--- config.mk ---
export PLATFORM = sky130hd
export DESIGN_NAME = base85_group_encoder
export DESIGN_NICKNAME = d
export VERILOG_FILES = /design/src/hw/rtl/b85_pkg.sv /design/src/hw/rtl/b85_front.sv /design/src/hw/rtl/b85_queue.sv /design/src/hw/rtl/b85_back.sv /design/src/hw/rtl/base85_group_encoder.sv
export SDC_FILE = /design/constraint.sdc
export NUM_CORES = 1
export LEC_CHECK = 0
export BUFFER_PORTS_ARGS = -buffer_cell sky130_fd_sc_hd__buf_2
export CORE_ASPECT_RATIO = 2
export CORE_MARGIN = 2
export CORE_UTILIZATION = 40
export CTS_CLUSTER_DIAMETER = 120
export DETAILED_ROUTE_END_ITERATION = 16
export GPL_TIMING_DRIVEN = 0
export PLACE_DENSITY_LB_ADDON = 0.05
export SLEW_MARGIN = 20
export SYNTH_ARGS = -nofsm -noshare
export SYNTH_HDL_FRONTEND = slang
export SYNTH_SLANG_ARGS = --single-unit
--- constraint.sdc ---
create_clock -name clock -period 13.1 [get_ports clock]
set_clock_uncertainty 0.1 [all_clocks]
set_input_delay 0 -clock clock [delete_from_list [all_inputs] [get_ports clock]]
set_output_delay 0 -clock clock [all_outputs]
set_load 0.01 [all_outputs]
--- src/hw/rtl/b85_pkg.sv ---
// Shared types, constants and the digit-to-character map of the base-85 group encoder.
// No dependencies; every other RTL file imports this package.
`default_nettype none
package b85_pkg;

   localparam int unsigned GroupBytes = 4;
   localparam int unsigned DigitCount = 5;
   localparam int unsigned Radix = 85;
   localparam int unsigned RecipShift = 38;
   // ceil(2**38 / 85): floor(v * RecipMul / 2**38) equals v / 85 for every 32-bit v
   localparam logic [31:0] RecipMul = 32'd3233857729;
   localparam int unsigned QuotWidth = 26;

   typedef logic [6:0] char_type;
   typedef logic [2:0] step_type;

   // One closed group: padded value, index of its last character (1..4) and end flag
   typedef struct packed {
      logic [31:0] value;
      logic [2:0]  last_idx;
      logic        msg_last;
   } group_type;

   typedef struct packed {
      logic full;
      logic empty;
   } queue_stat_type;

   function automatic char_type b85_char(logic [6:0] digit);
      char_type c;
      c = 7'h00;
      if (digit < 7'd10) begin
         c = 7'h30 + digit;
      end else if (digit < 7'd36) begin
         c = 7'h41 + (digit - 7'd10);
      end else if (digit < 7'd62) begin
         c = 7'h61 + (digit - 7'd36);
      end else begin
         unique case (digit)
            7'd62:   c = 7'h21;  // !
            7'd63:   c = 7'h23;  // #
            7'd64:   c = 7'h24;  // $
            7'd65:   c = 7'h25;  // %
            7'd66:   c = 7'h26;  // &
            7'd67:   c = 7'h28;  // (
            7'd68:   c = 7'h29;  // )
            7'd69:   c = 7'h2A;  // *
            7'd70:   c = 7'h2B;  // +
            7'd71:   c = 7'h2D;  // -
            7'd72:   c = 7'h3B;  // ;
            7'd73:   c = 7'h3C;  // <
            7'd74:   c = 7'h3D;  // =
            7'd75:   c = 7'h3E;  // >
            7'd76:   c = 7'h3F;  // ?
            7'd77:   c = 7'h40;  // @
            7'd78:   c = 7'h5E;  // ^
            7'd79:   c = 7'h5F;  // _
            7'd80:   c = 7'h60;  // `
            7'd81:   c = 7'h7B;  // {
            7'd82:   c = 7'h7C;  // |
            7'd83:   c = 7'h7D;  // }
            7'd84:   c = 7'h7E;  // ~
            default: c = 7'h00;
         endcase
      end
      return c;
   endfunction

endpackage
`default_nettype wire

--- src/hw/rtl/b85_front.sv ---
// Front end: accepts input bytes, gathers them into groups and closes a group
// on the fourth byte or the message end. Depends on b85_pkg.
`default_nettype none
module b85_front (
   input  wire logic              clock,
   input  wire logic              reset,
   input  wire logic              req_valid,
   output logic                   req_ready,
   input  wire logic [7:0]        req_data_byte,
   input  wire logic              req_message_last,
   input  wire b85_pkg::queue_stat_type q_stat,
   output logic                   push_valid,
   output b85_pkg::group_type     push_data
);
   import b85_pkg::*;

   logic [23:0] pending_ff, pending_in;
   logic [1:0]  count_ff, count_in;
   logic        accept;
   logic        closing;

   always_ff @(posedge clock) begin
      if (reset) begin
         pending_ff <= '0;
         count_ff   <= '0;
      end else begin
         pending_ff <= pending_in;
         count_ff   <= count_in;
      end
   end

   always_comb begin
      req_ready  = !q_stat.full;
      accept     = req_valid && req_ready;
      closing    = (count_ff == 2'd3) || req_message_last;
      push_valid = accept && closing;
      pending_in = pending_ff;
      count_in   = count_ff;

      // left-align the real bytes, zero padding below
      case (count_ff)
         2'd0:    push_data.value = {req_data_byte, 24'h000000};
         2'd1:    push_data.value = {pending_ff[7:0], req_data_byte, 16'h0000};
         2'd2:    push_data.value = {pending_ff[15:0], req_data_byte, 8'h00};
         default: push_data.value = {pending_ff, req_data_byte};
      endcase
      push_data.last_idx = {1'b0, count_ff} + 3'd1;
      push_data.msg_last = req_message_last;

      if (accept) begin
         if (closing) begin
            pending_in = '0;
            count_in   = '0;
         end else begin
            pending_in = {pending_ff[15:0], req_data_byte};
            count_in   = count_ff + 2'd1;
         end
      end
   end

endmodule
`default_nettype wire

--- src/hw/rtl/b85_queue.sv ---
// Two-entry queue of closed groups between front end and converter.
// Depends on b85_pkg.
`default_nettype none
module b85_queue (
   input  wire logic              clock,
   input  wire logic              reset,
   input  wire logic              push_valid,
   input  wire b85_pkg::group_type push_data,
   input  wire logic              pop,
   output b85_pkg::queue_stat_type q_stat,
   output b85_pkg::group_type     head
);
   import b85_pkg::*;

   group_type  slot_ff [2];
   group_type  slot_in [2];
   logic       wr_ptr_ff, wr_ptr_in;
   logic       rd_ptr_ff, rd_ptr_in;
   logic [1:0] fill_ff, fill_in;
   logic       do_push;
   logic       do_pop;

   always_ff @(posedge clock) begin
      if (reset) begin
         wr_ptr_ff <= 1'b0;
         rd_ptr_ff <= 1'b0;
         fill_ff   <= '0;
      end else begin
         wr_ptr_ff <= wr_ptr_in;
         rd_ptr_ff <= rd_ptr_in;
         fill_ff   <= fill_in;
      end
   end

   always_ff @(posedge clock) begin
      slot_ff <= slot_in;
   end

   always_comb begin
      q_stat.full  = (fill_ff == 2'd2);
      q_stat.empty = (fill_ff == 2'd0);
      head         = slot_ff[rd_ptr_ff];
      do_push      = push_valid && !q_stat.full;
      do_pop       = pop && !q_stat.empty;
      slot_in      = slot_ff;
      wr_ptr_in    = wr_ptr_ff;
      rd_ptr_in    = rd_ptr_ff;
      fill_in      = fill_ff;
      if (do_push) begin
         slot_in[wr_ptr_ff] = push_data;
         wr_ptr_in          = !wr_ptr_ff;
      end
      if (do_pop) begin
         rd_ptr_in = !rd_ptr_ff;
      end
      case ({do_push, do_pop})
         2'b10:   fill_in = fill_ff + 2'd1;
         2'b01:   fill_in = fill_ff - 2'd1;
         default: fill_in = fill_ff;
      endcase
   end

endmodule
`default_nettype wire

--- src/hw/rtl/b85_back.sv ---
// Back end: converts one group to five base-85 characters, one digit a cycle
// through a reciprocal multiply, then emits the run. Depends on b85_pkg.
`default_nettype none
module b85_back (
   input  wire logic              clock,
   input  wire logic              reset,
   input  wire b85_pkg::queue_stat_type q_stat,
   input  wire b85_pkg::group_type head,
   output logic                   pop,
   output logic                   rsp_valid,
   input  wire logic              rsp_ready,
   output logic [6:0]             rsp_char_code,
   output logic                   rsp_run_end,
   output logic                   rsp_message_end
);
   import b85_pkg::*;

   // converter
   logic        busy_ff, busy_in;
   step_type    step_ff, step_in;
   logic [31:0] rem_val_ff, rem_val_in;
   logic [63:0] prod_ff, prod_in;
   char_type    conv_chars_ff [DigitCount];
   char_type    conv_chars_in [DigitCount];
   logic [2:0]  conv_idx_ff, conv_idx_in;
   logic        conv_last_ff, conv_last_in;
   // emitter
   logic        emit_valid_ff, emit_valid_in;
   char_type    out_chars_ff [DigitCount];
   char_type    out_chars_in [DigitCount];
   logic [2:0]  left_ff, left_in;
   logic        out_last_ff, out_last_in;

   logic [QuotWidth-1:0] quot;
   logic [31:0] quot_ext;
   logic [31:0] rem_full;
   logic        accept_rsp;
   logic        emit_free;
   logic        conv_done;
   logic        transfer;

   always_ff @(posedge clock) begin
      if (reset) begin
         busy_ff       <= 1'b0;
         step_ff       <= '0;
         emit_valid_ff <= 1'b0;
         left_ff       <= '0;
      end else begin
         busy_ff       <= busy_in;
         step_ff       <= step_in;
         emit_valid_ff <= emit_valid_in;
         left_ff       <= left_in;
      end
   end

   always_ff @(posedge clock) begin
      rem_val_ff    <= rem_val_in;
      prod_ff       <= prod_in;
      conv_chars_ff <= conv_chars_in;
      conv_idx_ff   <= conv_idx_in;
      conv_last_ff  <= conv_last_in;
      out_chars_ff  <= out_chars_in;
      out_last_ff   <= out_last_in;
   end

   always_comb begin
      accept_rsp = emit_valid_ff && rsp_ready;
      emit_free  = !emit_valid_ff || (accept_rsp && (left_ff == 3'd0));
      conv_done  = busy_ff && (step_ff == step_type'(DigitCount));
      transfer   = conv_done && emit_free;
      pop        = !q_stat.empty && (!busy_ff || transfer);

      quot     = prod_ff[RecipShift +: QuotWidth];
      quot_ext = {{(32-QuotWidth){1'b0}}, quot};
      rem_full = rem_val_ff - quot_ext * 32'(Radix);

      busy_in       = busy_ff;
      step_in       = step_ff;
      rem_val_in    = rem_val_ff;
      prod_in       = prod_ff;
      conv_chars_in = conv_chars_ff;
      conv_idx_in   = conv_idx_ff;
      conv_last_in  = conv_last_ff;

      if (pop) begin
         busy_in      = 1'b1;
         step_in      = '0;
         rem_val_in   = head.value;
         prod_in      = 64'(head.value) * 64'(RecipMul);
         conv_idx_in  = head.last_idx;
         conv_last_in = head.msg_last;
      end else if (transfer) begin
         busy_in = 1'b0;
      end else if (busy_ff && !conv_done) begin
         // digits come out least significant first; shift them toward the tail
         step_in    = step_ff + 3'd1;
         rem_val_in = quot_ext;
         prod_in    = 64'(quot_ext) * 64'(RecipMul);
         for (int i = DigitCount - 1; i > 0; i--) begin
            conv_chars_in[i] = conv_chars_ff[i-1];
         end
         conv_chars_in[0] = b85_char(rem_full[6:0]);
      end

      emit_valid_in = emit_valid_ff;
      out_chars_in  = out_chars_ff;
      left_in       = left_ff;
      out_last_in   = out_last_ff;
      if (transfer) begin
         emit_valid_in = 1'b1;
         out_chars_in  = conv_chars_ff;
         left_in       = conv_idx_ff;
         out_last_in   = conv_last_ff;
      end else if (accept_rsp) begin
         if (left_ff == 3'd0) begin
            emit_valid_in = 1'b0;
         end else begin
            left_in = left_ff - 3'd1;
         end
         for (int i = 0; i < DigitCount - 1; i++) begin
            out_chars_in[i] = out_chars_ff[i+1];
         end
      end

      rsp_valid       = emit_valid_ff;
      rsp_char_code   = out_chars_ff[0];
      rsp_run_end     = (left_ff == 3'd0);
      rsp_message_end = rsp_run_end && out_last_ff;
   end

`ifndef SYNTHESIS
   a_step_range: assert property (@(posedge clock) disable iff (reset)
      busy_ff |-> step_ff <= step_type'(DigitCount))
      else $error("converter step out of range");

   a_left_range: assert property (@(posedge clock) disable iff (reset)
      emit_valid_ff |-> left_ff <= 3'd4 && left_ff != 3'd0 || emit_valid_ff && left_ff == 3'd0)
      else $error("emitter count out of range");

   a_left_count: assert property (@(posedge clock) disable iff (reset)
      emit_valid_ff && rsp_ready && left_ff != 3'd0
      |=> emit_valid_ff && left_ff == $past(left_ff) - 3'd1)
      else $error("emitter skipped or repeated a character");

   a_no_lost_group: assert property (@(posedge clock) disable iff (reset)
      conv_done && !emit_free |=> conv_done)
      else $error("finished group dropped while emitter busy");
`endif

endmodule
`default_nettype wire

--- src/hw/rtl/base85_group_encoder.sv ---
// Channel  Handshake            Payload
// req      req_valid/req_ready  req_data_byte[7:0], req_message_last
// rsp      rsp_valid/rsp_ready  rsp_char_code[6:0], rsp_run_end, rsp_message_end
//
// A byte is taken whenever the group queue has room; a closing byte
// also pushes its group. Per group the converter runs a load plus five
// multiply steps by the reciprocal of 85, then hands over to the emitter and
// takes the next waiting group; the emitter sends one character a cycle
// while rsp_ready is high. Synchronous reset clears the pending group and the
// queue. Either side may stall; the two-entry queue decouples them.
// Top level; depends on b85_pkg, b85_front, b85_queue and b85_back.
`default_nettype none
module base85_group_encoder (
   input  wire logic       clock,
   input  wire logic       reset,
   input  wire logic       req_valid,
   output logic            req_ready,
   input  wire logic [7:0] req_data_byte,
   input  wire logic       req_message_last,
   output logic            rsp_valid,
   input  wire logic       rsp_ready,
   output logic [6:0]      rsp_char_code,
   output logic            rsp_run_end,
   output logic            rsp_message_end
);
   import b85_pkg::*;

   queue_stat_type q_stat;
   group_type      push_data;
   group_type      head;
   logic           push_valid;
   logic           pop;

   b85_front u_front (
      .clock            (clock),
      .reset            (reset),
      .req_valid        (req_valid),
      .req_ready        (req_ready),
      .req_data_byte    (req_data_byte),
      .req_message_last (req_message_last),
      .q_stat           (q_stat),
      .push_valid       (push_valid),
      .push_data        (push_data)
   );

   b85_queue u_queue (
      .clock      (clock),
      .reset      (reset),
      .push_valid (push_valid),
      .push_data  (push_data),
      .pop        (pop),
      .q_stat     (q_stat),
      .head       (head)
   );

   b85_back u_back (
      .clock           (clock),
      .reset           (reset),
      .q_stat          (q_stat),
      .head            (head),
      .pop             (pop),
      .rsp_valid       (rsp_valid),
      .rsp_ready       (rsp_ready),
      .rsp_char_code   (rsp_char_code),
      .rsp_run_end     (rsp_run_end),
      .rsp_message_end (rsp_message_end)
   );

endmodule
`default_nettype wire

==> results_dict.tcl <==
set metrics [dict create \
    status "completed" \
    max_slew_margin_pct 28.93 \
    drt-initial-drc-count 814 \
    clock_path_buffers 3 \
    placed_cell_area_um2 27720 \
    timing.critical_path.slowest_stage_cell "mux2i_1" \
    required_ns 13.27 \
    path_clk_slew_ns 0.06 \
    path_class "register to register" \
    yosys.area_share.simple_pct 5.894 \
    tightestPinTransition_ns 1.066 \
    cp-end-kind "register" \
    synth_seq_cells 218 \
    htree_levels 1 \
    grt_overflow 0 \
    period_share_pct 68.54 \
    drt_pass1_iterations 7 \
    cts_buffers 24 \
    seq_area_frac_synth_pct 23.41 \
    coreArea_um2 65400 \
    dieArea_um2 68050 \
    yosysWarnings 0 \
    cap_violations 0 \
    syn-cell-area_um2 26340 \
    finalHoldViolations 0 \
    synth_xor_area_share_pct 2.389 \
    drive_gt1_share_pct 5.159 \
    antenna_found_initial 0 \
    final_cell_area_um2 28720 \
    die_w_um 185.5 \
    cts_tree "done" \
    max_freq_mhz 111.4 \
    arrival_ns 9.15 \
    layout.nets 3430 \
    postRouteAntennaNets 0 \
    synth_top_family_by_area "adder cells" \
    grt_pass1_vias 18200 \
    start_util_pct 40.28 \
    seq_area_um2 6166 \
    area_delta_synth_final_pct 9.000 \
    synth.distinct_cells 76 \
    synth-edff-count 180 \
    ys_async_sr_fraction_pct 0 \
    clock_latency_ns 0.56 \
    muxShareOfSynthArea_pct 3.163 \
    cts_setup_buffers 0 \
    tns_ns 0 \
    syn_inst 2533 \
    dp.final_hpwl_um 57430 \
    totalWireLength_um 66570 \
    port_buffers 23 \
    hp-class "input pin to register" \
    final_cell_mix "inv_1 (573), ha_1 (545), fa_1 (273), edfxtp_1 (180), a21oi_1 (136)" \
    crit_path_start_kind "register" \
    synth_ff_type "edfxtp_1" \
    grt_use_total_pct 20.17 \
    avgSynthCellArea_um2 10.40 \
    io_pins 24 \
    syn-num-nets 3364 \
    root_buffer "clkbuf_16" \
    final_common_cell "inv_1" \
    multi_input_area_um2 17870 \
    viasPerCell 4.997 \
    post_drt_wl_per_cell_um 19.05 \
    gp_congestion 0.8518 \
    die_h_um 366.9 \
    grt_max_degree 34 \
    fillers 6432 \
    via_count 17460 \
    grt_pass1_wl_um 104300 \
    timing.reg2reg.setup_slack_ns 4.12 \
    route.detailed.drc 0 \
    slowest_delay_ns 0.73 \
    antenna_cells 0 \
    path_max_fanout 10 \
    setup-violations-final 0 \
    synth-compound-area-share_pct 9.580 \
    rsz0062_at_grt "false" \
    rows 133 \
    maxSlewViolCount 0 \
    cts_sinks 218 \
    synthAdderAreaFrac_pct 46.63 \
    post-route-min-period_ns 8.978 \
]
==> per-layer routing <==
metal | GRT usage [%] | part of all wire [%] | wire, um | vias to the layer above
met5 | 0 | 0 | 0 | -
met4 | 4.090 | 1.9 | 1282 | 0
met3 | 1.479 | 2.0 | 1364 | 52
met2 | 34.64 | 50 | 33050 | 207
met1 | 27.78 | 46 | 30880 | 8547
li1 | - | - | - | 8653
==> Yosys cell counts (4+ instances only) <==
cell / number / area share [%]
o211ai_1: 9 / 0.26
inv_1: 573 / 8.2
o31ai_1: 4 / 0.11
o21ai_0: 82 / 1.6
nand2_1: 117 / 1.7
ha_1: 545 / 26
a31oi_1: 11 / 0.26
xor2_1: 19 / 0.63
clkbuf_1: 30 / 0.43
and2_1: 13 / 0.31
nor3_1: 12 / 0.23
o21a_1: 7 / 0.20
dfxtp_1: 38 / 2.9
a222oi_1: 8 / 0.30
fa_1: 273 / 21
o21bai_1: 10 / 0.28
a21o_1: 43 / 1.2
and3_1: 7 / 0.17
a21oi_1: 136 / 2.6
or3_1: 5 / 0.12
mux2i_1: 36 / 1.4
a211oi_1: 15 / 0.43
nand3b_1: 5 / 0.14
nand4_1: 14 / 0.33
a22oi_1: 12 / 0.34
nand2b_1: 9 / 0.21
buf_1: 8 / 0.11
nor2b_1: 11 / 0.26
nor2_1: 73 / 1.0
nor4_1: 5 / 0.12
xnor2_1: 51 / 1.7
buf_4: 7 / 0.20
nand3_1: 56 / 1.1
edfxtp_1: 180 / 21
mux2_2: 42 / 1.8
==> state kept, by name (all words and copies together) (netlist names), 3 cells and up <==
name	flops
u_front.pending_ff	24
u_back.rem_val_ff	7
u_back.rsp_char_code	7
u_queue.slot_ff	72
u_back.prod_ff	26
u_back.conv_chars_ff	35
u_back.conv_idx_ff	3
u_back.out_chars_ff	28
u_back.step_ff	3
u_back.left_ff	3
==> cell type report <==
cell class / count / share of cell area (%)
multi-input combinational: 1695 / 62.22
sequential: 218 / 21.47
inverter: 574 / 7.503
tap: 877 / 3.821
clock buffer: 30 / 2.275
timing repair buffer: 40 / 1.246
clock inverter: 14 / 0.7625
buffer: 46 / 0.7015
==> what timing repair did <==
| item | CTS | global route |
|---|---|---|
| gates resized for setup | 0 | 0 |
| endpoints found under the hold margin | 71 | 0 |
| endpoints found under the setup margin | 0 | 0 |
| hold buffers | 12 | 0 |
==> kinds of logic (layout without fill, tap and decap cells) <==
group | Yosys count | after routing
AOI/OAI and AO/OA | 393 | 393
adders and majority gates | 818 | 818
and+or+nand+nor | 335 | 335
muxes | 78 | 78
DFF | 218 | 218
buffers and inverters | 620 | 704
xor gates and xnor gates | 71 | 71
==> through the flow <==
step	hold slack (ns)	util, %	setup WS, ns	instances
finish	0.09094	43.91	4.122	3494
global route	0.08985	43.91	3.484	3494
CTS	0.08071	43.90	3.634	3494
detailed placement	0.09526	42.38	3.686	3438
global placement	0.09602	42.14	3.611	3433
floorplan	-0.01031	-	5.455	2533
==> worst max-delay path: cells and delay by family (launching register included) <==
kind | cells | cell delay [ns]
buffers and inverters | 8 | 1.70
and+or+nand+nor | 2 | 0.29
adders and majority gates | 9 | 3.54
AOI/OAI and AO/OA | 7 | 1.79
DFF | 1 | 0.34
xor gates and xnor gates | 1 | 0.17
muxes | 1 | 0.73
==> final timing paths <==
path / start / end / depth (start not counted)
max: u_queue.rd_ptr_ff$_SDFFE_PP0P_ / u_back.prod_ff[55]$_DFFE_PP_ / 28
max reg2reg: u_queue.rd_ptr_ff$_SDFFE_PP0P_ / u_back.prod_ff[55]$_DFFE_PP_ / 28
min reg2reg: u_back.conv_chars_ff[6]$_DFFE_PP_ / u_back.out_chars_ff[6]$_DFFE_PP_ / 0
min: reset / u_back.step_ff[1]$_SDFFE_PP0P_ / 3
Power is left out: the tool's default activity adds up to more than one toggle a clock period on the data nets, which glitch-free logic cannot reach.
